$ cat src/design/rhsm_pkg.sv
// ----------------------------------------------------------------------------
// rhsm_pkg
// Shared types and constants of the two-pattern rolling-hash matcher.
// ----------------------------------------------------------------------------
package rhsm_pkg;

  localparam logic [31:0] HASH_BASE = 32'd53;
  localparam logic [31:0] CHAR_BIAS = 32'd97;

  localparam int CFG_IDX_W  = 3;
  localparam int CFG_DATA_W = 32;

  typedef enum logic [CFG_IDX_W-1:0] {
    REG_HASH_A = 3'd0,
    REG_LEN_A  = 3'd1,
    REG_POW_A  = 3'd2,
    REG_HASH_B = 3'd3,
    REG_LEN_B  = 3'd4,
    REG_POW_B  = 3'd5
  } cfg_reg_e;

  typedef struct packed {
    logic [31:0] hash_a;
    logic [7:0]  len_a;
    logic [31:0] pow_a;
    logic [31:0] hash_b;
    logic [7:0]  len_b;
    logic [31:0] pow_b;
  } cfg_t;

  localparam cfg_t CFG_RESET = '{
    hash_a: 32'd0, len_a: 8'd1, pow_a: 32'd53,
    hash_b: 32'd0, len_b: 8'd1, pow_b: 32'd53
  };

  // Front stage -> match stage. Index 0 of the flag pairs is pattern A.
  typedef struct packed {
    logic        valid;
    logic        last;
    logic [31:0] prefix;
    logic [1:0]  ok;     // window length legal and enough text taken
    logic [1:0]  zero;   // window starts at text start: older prefix is zero
  } s1_t;

  typedef enum logic [2:0] {
    PH_SEEK_A = 3'b001,
    PH_SEEK_B = 3'b010,
    PH_DONE   = 3'b100
  } phase_e;

endpackage

$ cat src/design/rhsm_if.sv


interface rhsm_out_if;
  logic valid;
  logic ready;
  logic found;
  logic a_found;

  modport source (output valid, output found, output a_found, input ready);
  modport sink   (input valid, input found, input a_found, output ready);
endinterface

$ cat src/design/rhsm_match.sv
// ----------------------------------------------------------------------------
// rhsm_match
// Window hash compare for both patterns, search phase and verdict register.
// ----------------------------------------------------------------------------
module rhsm_match import rhsm_pkg::*; #(
  parameter int MAX_PAT = 128
) (
  input  logic        clk_i,
  input  logic        rst_ni,
  input  cfg_t        cfg_i,
  input  s1_t         s1_i,
  input  logic [31:0] rdata_a_i,
  input  logic [31:0] rdata_b_i,
  rhsm_out_if.source  verdict_o,
  output logic        advance_o
);

  localparam int CntW = $clog2(MAX_PAT + 1);
  localparam int CmpW = (CntW > 8) ? CntW : 8;

  logic [31:0]     hist    [2];
  logic [31:0]     prod_d  [2];
  logic [31:0]     prod_q  [2];
  logic [31:0]     win     [2];
  logic [31:0]     target  [2];
  logic [1:0]      match;
  logic            s2_valid_q, s2_last_q;
  logic [31:0]     s2_prefix_q;
  logic [1:0]      s2_ok_q;
  phase_e          phase_q, phase_d, phase_upd;
  logic [CntW-1:0] cnt_q, cnt_d, cnt_upd, cnt_inc;
  logic            eval;
  logic            out_valid_q, out_valid_d, found_q, found_d, a_found_q, a_found_d;

  assign hist[0]   = s1_i.zero[0] ? '0 : rdata_a_i;
  assign hist[1]   = s1_i.zero[1] ? '0 : rdata_b_i;
  assign prod_d[0] = cfg_i.pow_a * hist[0];
  assign prod_d[1] = cfg_i.pow_b * hist[1];
  assign target[0] = cfg_i.hash_a;
  assign target[1] = cfg_i.hash_b;

  // stall only when a verdict must go out and the output register is held
  assign advance_o = !(s2_valid_q && s2_last_q && out_valid_q && !verdict_o.ready);
  assign eval      = s2_valid_q && advance_o;

  always_comb begin
    for (int i = 0; i < 2; i++) begin
      win[i]   = s2_prefix_q - prod_q[i];
      match[i] = s2_ok_q[i] && (win[i] == target[i]);
    end
    cnt_inc   = (cnt_q == CntW'(MAX_PAT)) ? cnt_q : cnt_q + 1'b1;
    phase_upd = phase_q;
    cnt_upd   = cnt_q;
    unique case (phase_q)
      PH_SEEK_A: begin
        if (match[0]) begin
          phase_upd = PH_SEEK_B;
          cnt_upd   = '0;
        end
      end
      PH_SEEK_B: begin
        cnt_upd = cnt_inc;
        // B must start at or after the end of the A window
        if (match[1] && (CmpW'(cnt_inc) >= CmpW'(cfg_i.len_b))) begin
          phase_upd = PH_DONE;
        end
      end
      PH_DONE: begin
      end
      default: phase_upd = PH_SEEK_A;
    endcase

    found_d     = found_q;
    a_found_d   = a_found_q;
    out_valid_d = out_valid_q & ~verdict_o.ready;
    phase_d     = phase_q;
    cnt_d       = cnt_q;
    if (eval) begin
      if (s2_last_q) begin
        out_valid_d = 1'b1;
        found_d     = (phase_upd == PH_DONE);
        a_found_d   = (phase_upd != PH_SEEK_A);
        phase_d     = PH_SEEK_A;
        cnt_d       = '0;
      end else begin
        phase_d = phase_upd;
        cnt_d   = cnt_upd;
      end
    end
  end

  always_ff @(posedge clk_i or negedge rst_ni) begin
    if (!rst_ni) begin
      s2_valid_q  <= 1'b0;
      s2_last_q   <= 1'b0;
      phase_q     <= PH_SEEK_A;
      cnt_q       <= '0;
      out_valid_q <= 1'b0;
      found_q     <= 1'b0;
      a_found_q   <= 1'b0;
    end else begin
      if (advance_o) begin
        s2_valid_q <= s1_i.valid;
        s2_last_q  <= s1_i.last;
      end
      phase_q     <= phase_d;
      cnt_q       <= cnt_d;
      out_valid_q <= out_valid_d;
      found_q     <= found_d;
      a_found_q   <= a_found_d;
    end
  end

  always_ff @(posedge clk_i) begin
    if (advance_o) begin
      s2_prefix_q <= s1_i.prefix;
      s2_ok_q     <= s1_i.ok;
      prod_q[0]   <= prod_d[0];
      prod_q[1]   <= prod_d[1];
    end
  end

  assign verdict_o.valid   = out_valid_q;
  assign verdict_o.found   = found_q;
  assign verdict_o.a_found = a_found_q;

  a_found_needs_a: assert property (@(posedge clk_i) disable iff (!rst_ni)
    out_valid_q |-> (!found_q || a_found_q))
    else $error("B reported without A");

  a_last_restarts: assert property (@(posedge clk_i) disable iff (!rst_ni)
    (eval && s2_last_q) |=> (out_valid_q && phase_q == PH_SEEK_A && cnt_q == '0))
    else $error("verdict not issued or search not restarted");

endmodule

$ cat src/flat_wrapper.sv
// flat-port wrapper written by rule: the top's interface ports become plain ports
module rhsm_match_flat import rhsm_pkg::*;
#(
  parameter int MAX_PAT = 128
)
  (clk_i, rst_ni, cfg_i, s1_i, rdata_a_i, rdata_b_i, advance_o, verdict_o_valid, verdict_o_found, verdict_o_a_found, verdict_o_ready);
  rhsm_out_if verdict_o_i ();
  input  logic clk_i;
  input  logic rst_ni;
  input  cfg_t cfg_i;
  input  s1_t s1_i;
  input  logic [31:0] rdata_a_i;
  input  logic [31:0] rdata_b_i;
  output logic advance_o;
  output wire logic [$bits(verdict_o_i.valid)-1:0] verdict_o_valid;
  output wire logic [$bits(verdict_o_i.found)-1:0] verdict_o_found;
  output wire logic [$bits(verdict_o_i.a_found)-1:0] verdict_o_a_found;
  input wire logic [$bits(verdict_o_i.ready)-1:0] verdict_o_ready;
  assign verdict_o_valid = verdict_o_i.valid;
  assign verdict_o_found = verdict_o_i.found;
  assign verdict_o_a_found = verdict_o_i.a_found;
  assign verdict_o_i.ready = verdict_o_ready;
  rhsm_match #(.MAX_PAT(MAX_PAT)) u_core (.clk_i(clk_i), .rst_ni(rst_ni), .cfg_i(cfg_i), .s1_i(s1_i), .rdata_a_i(rdata_a_i), .rdata_b_i(rdata_b_i), .verdict_o(verdict_o_i), .advance_o(advance_o));
endmodule
$ cat config.mk
export PLATFORM = sky130hd
export DESIGN_NAME = rhsm_match_flat
export DESIGN_NICKNAME = d
export VERILOG_FILES = /design/src/design/rhsm_pkg.sv /design/src/design/rhsm_if.sv /design/src/design/rhsm_match.sv /design/src/flat_wrapper.sv
export SDC_FILE = /design/constraint.sdc
export NUM_CORES = 2
export LEC_CHECK = 0
export ABC_AREA = 1
export BUFFER_PORTS_ARGS = -buffer_cell sky130_fd_sc_hd__buf_2
export CAP_MARGIN = 10
export CORE_MARGIN = 2
export CORE_UTILIZATION = 55
export CTS_BUF_LIST = sky130_fd_sc_hd__clkbuf_4 sky130_fd_sc_hd__clkbuf_8
export DETAILED_ROUTE_END_ITERATION = 6
export PLACE_DENSITY = 0.76
export SLEW_MARGIN = 0
export SYNTH_ARGS = -nofsm -noshare
export SYNTH_HDL_FRONTEND = slang
export SYNTH_SLANG_ARGS = --single-unit
$ cat constraint.sdc
create_clock -name clk_i -period 4.3 [get_ports clk_i]
set_input_delay 0.86 -clock clk_i [delete_from_list [all_inputs] [get_ports clk_i]]
set_output_delay 0.86 -clock clk_i [all_outputs]
set_load 0.02 [all_outputs]
==> impl_metrics.toml <==
[timing]
final.min_clock_period_ps = 7045
fin_crit_sh_pct = 163.8
max-slew-margin-rel_pct = 21.21
rsz0062_at_grt = "yes"
setup_violations = 52
worst_pin_slew_ps = 1173
max_freq_mhz = 142.0
skew_ps = 16.67
worst_slack_ps = -2745
slew_viol_final = 0
hold_viol_final = 0

[synth]
yosysSeqAreaShare_pct = 8.298
ys_seq_elements = 114
synthFlopType = "edfxtp_1"
yosysWarnings = 0
synthMostInstantiatedCell = "inv_1"
synth_common_cells = "inv_1 (1264), nand2_1 (1030), fa_1 (818), nor2_1 (728), ha_1 (318)"
yosys.area_share.adder_pct = 50.50
synthArstFlopShare_pct = 14.04
synth-simple-area-share_pct = 19.66
synth_area_leaders = "fa_1 (41%), inv_1 (12%), ha_1 (9.9%)"
synth-xor-area-share_pct = 5.426
syn_inst = 5103
synthMuxAreaShare_pct = 0
mappedNetlistArea_sq_um = 40300
synth_cell_type_count = 52
synthesis.nets = 6488
synthDominantCellAreaShare_pct = 40.63
synth-edff-count = 98
synth_top_family_by_area = "adder cells"
synth_area_leader_cell = "fa_1"
syn_area_per_cell_sq_um = 7.898
synth_compound_area_share_pct = 2.884

[critical_path]
crit_path_frequent_cell = "fa_1"
cp_top_family = "adder cells"
start_kind = "primary input"
slowest_delay_ps = 590
cp.arrival_ps = 7280
critPathMaxFanout = 5
criticalPathCategory = "in -> reg"
cp-startpoint = "s1_i[1]"
required_ps = 4540
crit_buf_inv = 9
r2r-start = "u_core.s2_prefix_q[1]"
cp-end-kind = "flip-flop"
crit_slowest_cell = "fa_2"

[cts]
cts_made_buffers = 17
hold_buffers = 0
clock-sinks = 114
clock_latency_ps = 480
clock_path_buffers = 2
root_buffer = "clkbuf_8"
cts_tree = "yes"
cts.reportedPaths.clkPinSlew_ps = 90
ctsHtreeMaxLevel = 4

[cells_and_area]
finalInstanceArea_sq_um = 50730
final_util_pct = 69.77
fill_cells = 5796
layout-drive-gt1-share_pct = 22.98
fin_nets = 7307
multiInputGateArea_sq_um = 33780
area.sequential_sq_um = 3344
syn2layout_area_growth_pct = 25.87

[route]
wl_per_cell_um = 21.30
vias_per_cell = 5.367
ant_nets = 0
drtPass1Iterations = 7
drt-total-wl_mm = 146.9
vias = 37020
drtIter0Drc = 3349
drcViolationCount = 2

[die]
core_area_sq_um = 72710
dieArea_sq_um = 75460
rows = 99
die_x_um = 274.7
io-pin-count = 253
die_h_um = 274.7
start_util_pct = 55.43

[global_routing]
grt_remaining_overflow = 0
grt_pass1_vias = 38310
grt_pass1_wl_mm = 219.2
grt_max_degree = 61
track_usage_pct = 38.88
antenna_found_initial = 5

[place]
portBuffers = 244
place_area_sq_um = 48320
hpwlAfterDp_mm = 124.6
gp_congestion = 1.057
place_ws_ps = -3425

[status]
failed_checks = "design-rule violations, negative setup slack"
outcome = "complete, but fails checks"

[job]
drv_cap = 0

[min_path]
min_path_type = "in -> async"
==> per-stage QoR <==
step | setup TNS (ps) | hold WS [ps] | instances
floorplan | -106610 | 441.9 | 5103
global placement | -138280 | 462.5 | 6812
detailed placement | -142360 | 467.6 | 6812
CTS | -103500 | 271.3 | 6872
global route | -115770 | 296.6 | 6895
finish | -109030 | 275.5 | 6897
==> placed cells by master, fill, tap and decap left out, types with 17 or more instances in the layout <==
cell and n:
a21oi_1 80, a21oi_2 31, buf_12 47, buf_2 242, buf_4 579, buf_6 45, clkbuf_8 17, edfxtp_1 98
fa_1 773, fa_2 45, ha_1 237, ha_4 78, inv_1 1213, inv_2 45, nand2_1 991, nand2_2 34
nand3_1 102, nand4_1 34, nor2_1 665, nor2_2 37, nor2_4 43, nor3_1 19, o21ai_0 36, xnor2_1 100
xor2_1 138
==> worst register-to-register path, delay by kind of cell (launching register included) <==
kind / cells / cell delay [ps]
buffers and inverters: 3 / 340
adders and majority gates: 1 / 490
and+or+nand+nor: 18 / 2120
DFF: 1 / 500
==> worst paths after layout <==
kind                                                to  slack (ps)  cells past startpoint
worst min-delay path                 u_core.phase_q[1]         280                      1
worst max-delay path              u_core.prod_q[0][61]       -2740                     27
min in group clk_i              u_core.verdict_o.found         490                      2
worst max register to register         u_core.cnt_q[7]         730                     22
max in group asynchronous            u_core.phase_q[0]        3700                      1
worst min register to register  u_core.verdict_o.found         490                      2
==> state kept, by name, indices dropped and copies added, names as in the netlist <==
name	flops
u_core.cnt_q	8
u_core.phase_q	3
u_core.prod_q	64
u_core.s2_last_q	1
u_core.s2_ok_q	2
u_core.s2_prefix_q	32
u_core.s2_valid_q	1
u_core.verdict_o.a_found	1
u_core.verdict_o.found	1
u_core.verdict_o.valid	1
==> kinds of logic (layout without fill, tap and decap cells) <==
group | count (synthesis) | after routing
AND/OR/NAND/NOR | 1983 | 1983
buffers and inverters | 1408 | 2240
adder cells (fa/ha/maj) | 1136 | 1136
XOR/XNOR | 248 | 248
AO/OA/AOI/OAI | 214 | 214
flip-flops | 114 | 114
other | 0 | 3
==> cell type report <==
type | count | area share, %
Antenna cell | 3 | 0.01480
Multi-Input combinational cell | 3581 | 66.59
Timing Repair Buffer | 918 | 13.99
Sequential cell | 114 | 6.593
Clock inverter | 15 | 0.2910
Clock buffer | 17 | 0.4612
Tap cell | 959 | 2.365
Inverter | 1290 | 9.690
==> metal layers <==
metal	up-vias	routed length (um)	GRT usage (%)
met5	-	47	0
met4	8	7503	15.66
met3	413	16720	10.06
met2	2038	64770	60.43
met1	18050	57850	52.14
li1	16510	-	-
==> what timing repair did <==
action,4_1_cts,5_1_grt
pin swaps,162,146
setup endpoints to repair,53,53
gates resized for setup,223,154
gates cloned,2,1
buffers inserted,34,31
Power is not shown: default switching activity piles up to over one toggle a cycle in this logic, so the estimate is an artifact.
