==> config.mk <==
export PLATFORM = sky130hd
export DESIGN_NAME = rhsm_front_flat
export DESIGN_NICKNAME = d
export VERILOG_FILES = /design/src/design/rhsm_pkg.sv /design/src/design/rhsm_if.sv /design/src/design/rhsm_front.sv /design/src/flat_wrapper.sv
export SDC_FILE = /design/constraint.sdc
export NUM_CORES = 1
export LEC_CHECK = 0
export BUFFER_PORTS_ARGS = -buffer_cell sky130_fd_sc_hd__buf_4
export CORE_MARGIN = 8
export CORE_UTILIZATION = 57
export CTS_BUF_LIST = sky130_fd_sc_hd__clkbuf_2 sky130_fd_sc_hd__clkbuf_4 sky130_fd_sc_hd__clkbuf_8
export DETAILED_ROUTE_END_ITERATION = 8
export MAX_ROUTING_LAYER = met4
export PLACE_DENSITY = 0.91
export RECOVER_POWER = 25
export SYNTH_ARGS = -nofsm -noshare
export SYNTH_HDL_FRONTEND = slang
export SYNTH_SLANG_ARGS = --single-unit
==> constraint.sdc <==
create_clock -name clk_i -period 11.1 [get_ports clk_i]
set_input_delay 2.22 -clock clk_i [delete_from_list [all_inputs] [get_ports clk_i]]
set_output_delay 2.22 -clock clk_i [all_outputs]
set_load 0.02 [all_outputs]
==> src/design/rhsm_pkg.sv <==
// ----------------------------------------------------------------------------
// rhsm_pkg
// Shared types and constants of the two-pattern rolling-hash matcher.
// ----------------------------------------------------------------------------
package rhsm_pkg;

  localparam logic [31:0] HASH_BASE = 32'd53;
  localparam logic [31:0] CHAR_BIAS = 32'd97;

  localparam int CFG_IDX_W  = 3;
  localparam int CFG_DATA_W = 32;

  typedef enum logic [CFG_IDX_W-1:0] {
    REG_HASH_A = 3'd0,
    REG_LEN_A  = 3'd1,
    REG_POW_A  = 3'd2,
    REG_HASH_B = 3'd3,
    REG_LEN_B  = 3'd4,
    REG_POW_B  = 3'd5
  } cfg_reg_e;

  typedef struct packed {
    logic [31:0] hash_a;
    logic [7:0]  len_a;
    logic [31:0] pow_a;
    logic [31:0] hash_b;
    logic [7:0]  len_b;
    logic [31:0] pow_b;
  } cfg_t;

  localparam cfg_t CFG_RESET = '{
    hash_a: 32'd0, len_a: 8'd1, pow_a: 32'd53,
    hash_b: 32'd0, len_b: 8'd1, pow_b: 32'd53
  };

  // Front stage -> match stage. Index 0 of the flag pairs is pattern A.
  typedef struct packed {
    logic        valid;
    logic        last;
    logic [31:0] prefix;
    logic [1:0]  ok;     // window length legal and enough text taken
    logic [1:0]  zero;   // window starts at text start: older prefix is zero
  } s1_t;

  typedef enum logic [2:0] {
    PH_SEEK_A = 3'b001,
    PH_SEEK_B = 3'b010,
    PH_DONE   = 3'b100
  } phase_e;

endpackage

==> src/design/rhsm_if.sv <==
// ----------------------------------------------------------------------------
// rhsm_if
// Valid/ready channels of the matcher: text bytes in, verdicts out.
// ----------------------------------------------------------------------------
interface rhsm_in_if;
  logic       valid;
  logic       ready;
  logic [7:0] char_code;
  logic       last;

  modport source (output valid, output char_code, output last, input ready);
  modport sink   (input valid, input char_code, input last, output ready);
endinterface


==> src/design/rhsm_front.sv <==
// ----------------------------------------------------------------------------
// rhsm_front
// Prefix hash update, ring pointer, history write and window-start reads.
// ----------------------------------------------------------------------------
module rhsm_front import rhsm_pkg::*; #(
  parameter int MAX_PAT = 128,
  localparam int RingDepth = MAX_PAT + 1,
  localparam int AddrW = $clog2(RingDepth)
) (
  input  logic             clk_i,
  input  logic             rst_ni,
  rhsm_in_if.sink          text_i,
  input  cfg_t             cfg_i,
  input  logic             advance_i,
  output s1_t              s1_o,
  output logic             ram_we_o,
  output logic [AddrW-1:0] ram_waddr_o,
  output logic [31:0]      ram_wdata_o,
  output logic             ram_re_o,
  output logic [AddrW-1:0] ram_raddr_a_o,
  output logic [AddrW-1:0] ram_raddr_b_o
);

  localparam int IdxW  = $clog2(2 * RingDepth);
  localparam int FillW = $clog2(MAX_PAT + 1);
  localparam int CmpW  = (FillW > 8) ? FillW : 8;

  logic [31:0]      prefix_q, prefix_d, prefix_new, term;
  logic [AddrW-1:0] ptr_q, ptr_d, ptr_new;
  logic [FillW-1:0] filled_q, filled_d, filled_new;
  logic             wrapped_q, wrapped_d, wrapped_new;
  logic             in_acc;
  s1_t              s1_q, s1_d;

  logic [7:0]       len     [2];
  logic [7:0]       len_eff [2];
  logic             len_ok  [2];
  logic [IdxW-1:0]  idx_sum [2];
  logic [AddrW-1:0] idx     [2];

  assign text_i.ready = advance_i;
  assign in_acc       = text_i.valid & advance_i;
  assign len[0]       = cfg_i.len_a;
  assign len[1]       = cfg_i.len_b;

  always_comb begin
    term        = {24'd0, text_i.char_code} - CHAR_BIAS;
    prefix_new  = 32'(prefix_q * HASH_BASE) + term;
    ptr_new     = (ptr_q == AddrW'(RingDepth - 1)) ? '0 : ptr_q + 1'b1;
    filled_new  = (filled_q == FillW'(MAX_PAT)) ? filled_q : filled_q + 1'b1;
    // slot zero stands for the empty-text prefix until the ring wraps onto it
    wrapped_new = wrapped_q | (ptr_new == '0);

    s1_d        = s1_q;
    s1_d.valid  = in_acc;
    s1_d.last   = text_i.last;
    s1_d.prefix = prefix_new;
    for (int i = 0; i < 2; i++) begin
      len_ok[i]    = (len[i] != 8'd0) && (CmpW'(len[i]) <= CmpW'(MAX_PAT));
      len_eff[i]   = len_ok[i] ? len[i] : 8'd1;
      idx_sum[i]   = IdxW'(ptr_new) + IdxW'(RingDepth) - IdxW'(len_eff[i]);
      idx[i]       = (idx_sum[i] >= IdxW'(RingDepth)) ?
                     AddrW'(idx_sum[i] - IdxW'(RingDepth)) : AddrW'(idx_sum[i]);
      s1_d.ok[i]   = len_ok[i] && (CmpW'(filled_new) >= CmpW'(len[i]));
      s1_d.zero[i] = (idx[i] == '0) && !wrapped_new;
    end

    prefix_d  = prefix_q;
    ptr_d     = ptr_q;
    filled_d  = filled_q;
    wrapped_d = wrapped_q;
    if (in_acc) begin
      if (text_i.last) begin
        prefix_d  = '0;
        ptr_d     = '0;
        filled_d  = '0;
        wrapped_d = 1'b0;
      end else begin
        prefix_d  = prefix_new;
        ptr_d     = ptr_new;
        filled_d  = filled_new;
        wrapped_d = wrapped_new;
      end
    end
  end

  always_ff @(posedge clk_i or negedge rst_ni) begin
    if (!rst_ni) begin
      prefix_q  <= '0;
      ptr_q     <= '0;
      filled_q  <= '0;
      wrapped_q <= 1'b0;
      s1_q      <= '0;
    end else begin
      prefix_q  <= prefix_d;
      ptr_q     <= ptr_d;
      filled_q  <= filled_d;
      wrapped_q <= wrapped_d;
      if (advance_i) begin
        s1_q <= s1_d;
      end
    end
  end

  assign s1_o          = s1_q;
  assign ram_we_o      = in_acc;
  assign ram_waddr_o   = ptr_new;
  assign ram_wdata_o   = prefix_new;
  assign ram_re_o      = advance_i;
  assign ram_raddr_a_o = idx[0];
  assign ram_raddr_b_o = idx[1];

  a_clear_on_last: assert property (@(posedge clk_i) disable iff (!rst_ni)
    (in_acc && text_i.last) |=> (prefix_q == '0 && ptr_q == '0 && !wrapped_q))
    else $error("text state not cleared after last byte");

  a_ptr_range: assert property (@(posedge clk_i) disable iff (!rst_ni)
    ptr_q <= AddrW'(RingDepth - 1))
    else $error("ring pointer out of range");

endmodule

==> src/flat_wrapper.sv <==
// flat-port wrapper written by rule: the top's interface ports become plain ports
module rhsm_front_flat import rhsm_pkg::*;
#(
  parameter int MAX_PAT = 128,
  localparam int RingDepth = MAX_PAT + 1,
  localparam int AddrW = $clog2(RingDepth)
)
  (clk_i, rst_ni, cfg_i, advance_i, s1_o, ram_we_o, ram_waddr_o, ram_wdata_o, ram_re_o, ram_raddr_a_o, ram_raddr_b_o, text_i_valid, text_i_char_code, text_i_last, text_i_ready);
  rhsm_in_if text_i_i ();
  input  logic clk_i;
  input  logic rst_ni;
  input  cfg_t cfg_i;
  input  logic advance_i;
  output s1_t s1_o;
  output logic ram_we_o;
  output logic [AddrW-1:0] ram_waddr_o;
  output logic [31:0] ram_wdata_o;
  output logic ram_re_o;
  output logic [AddrW-1:0] ram_raddr_a_o;
  output logic [AddrW-1:0] ram_raddr_b_o;
  input wire logic [$bits(text_i_i.valid)-1:0] text_i_valid;
  input wire logic [$bits(text_i_i.char_code)-1:0] text_i_char_code;
  input wire logic [$bits(text_i_i.last)-1:0] text_i_last;
  output wire logic [$bits(text_i_i.ready)-1:0] text_i_ready;
  assign text_i_i.valid = text_i_valid;
  assign text_i_i.char_code = text_i_char_code;
  assign text_i_i.last = text_i_last;
  assign text_i_ready = text_i_i.ready;
  rhsm_front #(.MAX_PAT(MAX_PAT)) u_core (.clk_i(clk_i), .rst_ni(rst_ni), .text_i(text_i_i), .cfg_i(cfg_i), .advance_i(advance_i), .s1_o(s1_o), .ram_we_o(ram_we_o), .ram_waddr_o(ram_waddr_o), .ram_wdata_o(ram_wdata_o), .ram_re_o(ram_re_o), .ram_raddr_a_o(ram_raddr_a_o), .ram_raddr_b_o(ram_raddr_b_o));
endmodule
==> metrics list <==
- Upper clock frequency limit: 0.110 GHz
- Commonest cells after routing, fill and taps aside: 170 x sky130_fd_sc_hd__inv_1, 134 x sky130_fd_sc_hd__ha_1, 126 x sky130_fd_sc_hd__buf_4
- Setup repair after global routing left no endpoint under its margin.
* Post-CTS resize count: 0
- The number of antenna diodes in the final layout is 0.
- Dividing the synthesized area by the synthesized cell count gives 9.54 µm².
* Finished Core Util: 0.639
- Final antenna-violating net count: 0
* Top cell type by total area after synthesis: sky130_fd_sc_hd__dfrtp_1
- Yosys mapped a number of flops with a built-in enable equal to 0.
- For the worst-skew pair, the clock arrives at the later sink with an insertion delay of 0.38 ns.
- In this design, the largest share of critical-path delay is due to compound AO/OA/AOI/OAI gates.
* Final critical-path share of the clock period: 0.820
- Mux share of post-synthesis cell area: 0.0362
- Most common flop cell mapped by yosys: sky130_fd_sc_hd__dfrtp_1
- Endpoint of the worst register-to-register path: u_core.prefix_q[31]$_DFFE_PN0P_
- Yosys attributes the largest share of cell area to sky130_fd_sc_hd__dfrtp_1 21%, sky130_fd_sc_hd__ha_1 16%, sky130_fd_sc_hd__fa_1 16%, sky130_fd_sc_hd__inv_1 6.2%, sky130_fd_sc_hd__xnor2_1 4.5%.
* Horizontal die dimension: 150 µm
- Outcome: complete, but fails checks
- Clock skew: 0.00966 ns
* Portion of synthesized cell area occupied by the leading cell type: 0.212
* Reg2Reg Depth: 18
- Once placement completed, the tool counted placed cells totaling 1376.
- The Yosys step of the flow raised 0 warnings.
- Final Hold Fails: 0
* Number of fill cells: 1414
* Worst hold stages: 1
- The number of antenna violations at the first check in global routing came to 0.
* Max-cap violation count: 3
* Count of hold-fix buffers inserted at cts: 0
- Die outline height: 150 µm
- Iter 0 DRT Violations: 491
- The startpoint identified for the worst register-to-register timing path is u_core.prefix_q[3]$_DFFE_PN0P_.
- Final #Nets: 1530
- Synth Instances: 1075
* Number of clock sinks seen by CTS: 87
* Combined flip-flop and latch cell area: 2180 µm²
* Number of clock buffers inserted by TritonCTS: 9
- By instance count, the cell type seen most on the critical path is sky130_fd_sc_hd__buf_4.
- Sequential element share of the synthesized area: 0.212
- Combinational family with the most area after synthesis: adder cells
- Clock tree synthesis selected as its root buffer the cell sky130_fd_sc_hd__clkbuf_8.
* Compound-gate portion of the synthesized area: 0.142
- Number of H-tree branching levels: 3
- The worst setup path is captured at a primary output.
- Entering global routing, the biggest net connects 57 pins.
* Pre-CTS setup slack: 1.99 ns
- Data arrives at the worst endpoint at 6.89 ns.
* Area occupied by multi-input gates: 7070 µm²
* Gr usage total: 0.224
- Die Outline Area: 22500 µm²
- Starting density of the core: 0.577
- The number of different library cells used by synthesis comes to 81.
- Transition time at the pin with the least slew margin: 2.90 ns
* CTS clk-pin slew, worst paths: 0.09 ns
- Of all nets on the critical path, the largest fanout is 21.
- Time the final worst path needs with I/O delays and setup: 9.11 ns
* Synth-to-layout area growth: 10.8%
* Post-CTS setup repair buffer count: 0
- Basic-gate share of the synthesized area counting and, or, nand and nor cells: 0.112
- Hold WC Path Type: flip-flop to flip-flop
* Post-synthesis xor/xnor area fraction: 0.0745
- Violated checks: capacitance limit, slew limit
- For this run, the slowest stage of the critical path takes 0.58 ns.
- Num ports: 254
- The startpoint identified for the worst hold timing path is u_core.s1_o[18]$_DFFE_PN0P_.
- The first detailed-routing pass took 7 iterations.
- Total setup violations reported at the end of the flow: 0
* Slowest library cell on the worst path: sky130_fd_sc_hd__a221oi_1
- Global routing finished with a remaining overflow of 0.
- The floorplan step defined a core boundary enclosing 17800 µm².
- Required arrival time at the worst endpoint: 8.88 ns
* Port-buffer cells: 125
* Worst slew slack as a fraction of its limit: -0.935
* Cells along the critical path: buf_4 > inv_1 > ha_1 > nand2_1 > a31oi_4 > buf_4 > fa_1 > ha_1 > and3_1 > a221oi_1 > a21oi_1 > a31oi_1 > o221ai_1 > a21boi_0 > xor2_1 > inv_1 > buf_4
* Post-layout instance count excluding filler cells: 1392
- Commonest non-fill, non-tap cell in the layout: sky130_fd_sc_hd__inv_1
* Setup ws final: 1.99 ns
- Syn_nets: 1447
* Clock tree from TritonCTS: built
* Vias per inst: 5.78
- The first global-routing pass estimated 39700 µm of wire.
- Synth Register Bits: 87
* Slew Viols, Final: 147
* Count of unresolved DRC violations after routing: 0
- For this block, the via count after detailed routing is 8046.
- Buffers and inverters on the worst path: 5
- WHS Endpoint: u_core.s1_o[18]$_DFFE_PN0P_
- Summed over all layers, the routed wires come to 24000 µm.
* Critical path type: input pin to primary output
- Of the total synthesized cell area, the portion taken by full adders, half adders and majority gates is 0.323.
- The mapped netlist covers 10300 µm².
- # rows: 49
- Detailed placement finished with a half-perimeter wire length of 19400 µm.
- Vias in the first global route: 8323
- Worst setup SP type: input pin
- For the final routed database, the setup TNS stands at 0 ns.
- In the final layout, the share of cells above drive strength 1 is 0.175.
- The worst register-to-register path has a setup slack of 5.40 ns.
- Wirelength per Cell: 17.3 µm
* Clk buf depth: 2
- Routability-driven placement finished with a final weighted congestion of 0.963.
* Share of synthesized registers carrying an async set or reset: 1.00
[layer usage]
metal | wire length, µm | GRT usage
met1 | 10000 | 0.266
met2 | 12100 | 0.382
met3 | 1170 | 0.0331
met4 | 674 | 0.0830
met5 | 0 | -
[flip-flops by register name (all words and copies together) (netlist names)]
signal	flops
u_core.s1_o	38
u_core.prefix_q	32
u_core.filled_q	8
u_core.ptr_q	8
u_core.wrapped_q	1
[per-stage QoR]
step | instance area, µm² | hold slack, ns
final | 11400 | 0.514
after global placement | 11200 | 0.475
after floorplan | 10300 | 0.470
after global routing | 11400 | 0.538
after CTS | 11400 | 0.516
after detailed placement | 11200 | 0.497
[worst max-delay path by stage]
stage	from	depth (start not counted)	to	slack [ns]
after floorplan	text_i_char_code[0]	18	ram_wdata_o[31]	0.54
after global placement	text_i_char_code[0]	20	ram_wdata_o[31]	2.12
after detailed placement	text_i_char_code[0]	17	ram_wdata_o[31]	1.99
after CTS	text_i_char_code[0]	17	ram_wdata_o[31]	1.98
after global routing	text_i_char_code[0]	20	ram_wdata_o[31]	1.56
final	text_i_char_code[0]	17	ram_wdata_o[31]	1.99
[logic make-up (layout without fill, tap and decap cells)]
kind of cell	after synthesis	count (layout)
buffers and inverters	229	317
and+or+nand+nor	217	217
adders and majority gates	216	216
AOI/OAI and AO/OA	210	210
DFF	87	87
xor gates and xnor gates	83	83
muxes	33	33
[synthesized netlist by cell type, types with 4 or more instances]
master and n:
sky130_fd_sc_hd__nor2_1 37, sky130_fd_sc_hd__nor4_1 6, sky130_fd_sc_hd__nand4_1 5, sky130_fd_sc_hd__a31oi_1 8
sky130_fd_sc_hd__buf_4 34, sky130_fd_sc_hd__a22o_1 33, sky130_fd_sc_hd__dfrtp_1 87, sky130_fd_sc_hd__mux2_2 29
sky130_fd_sc_hd__nor2b_1 9, sky130_fd_sc_hd__fa_1 81, sky130_fd_sc_hd__o211ai_1 6, sky130_fd_sc_hd__inv_1 170
sky130_fd_sc_hd__a21o_1 16, sky130_fd_sc_hd__xnor2_1 53, sky130_fd_sc_hd__o21ai_0 45, sky130_fd_sc_hd__or4_1 4
sky130_fd_sc_hd__o21bai_1 8, sky130_fd_sc_hd__clkbuf_1 19, sky130_fd_sc_hd__a21oi_1 46, sky130_fd_sc_hd__ha_1 134
sky130_fd_sc_hd__o31ai_1 7, sky130_fd_sc_hd__and3_1 6, sky130_fd_sc_hd__nand2_1 63, sky130_fd_sc_hd__o21a_1 13
sky130_fd_sc_hd__nand2b_1 17, sky130_fd_sc_hd__nor3_1 21, sky130_fd_sc_hd__xor2_1 27, sky130_fd_sc_hd__nand3_1 18
[area by class of cell]
cell class / count / area share
Timing Repair Buffer: 130 / 0.0845
Inverter: 171 / 0.0565
Clock inverter: 5 / 0.00715
Clock buffer: 11 / 0.0128
Tap cell: 229 / 0.0252
Sequential cell: 87 / 0.192
Multi-Input combinational cell: 759 / 0.622
Power is left out: the tool's default activity adds up to more than one toggle a clock period on the data nets, which glitch-free logic cannot reach.
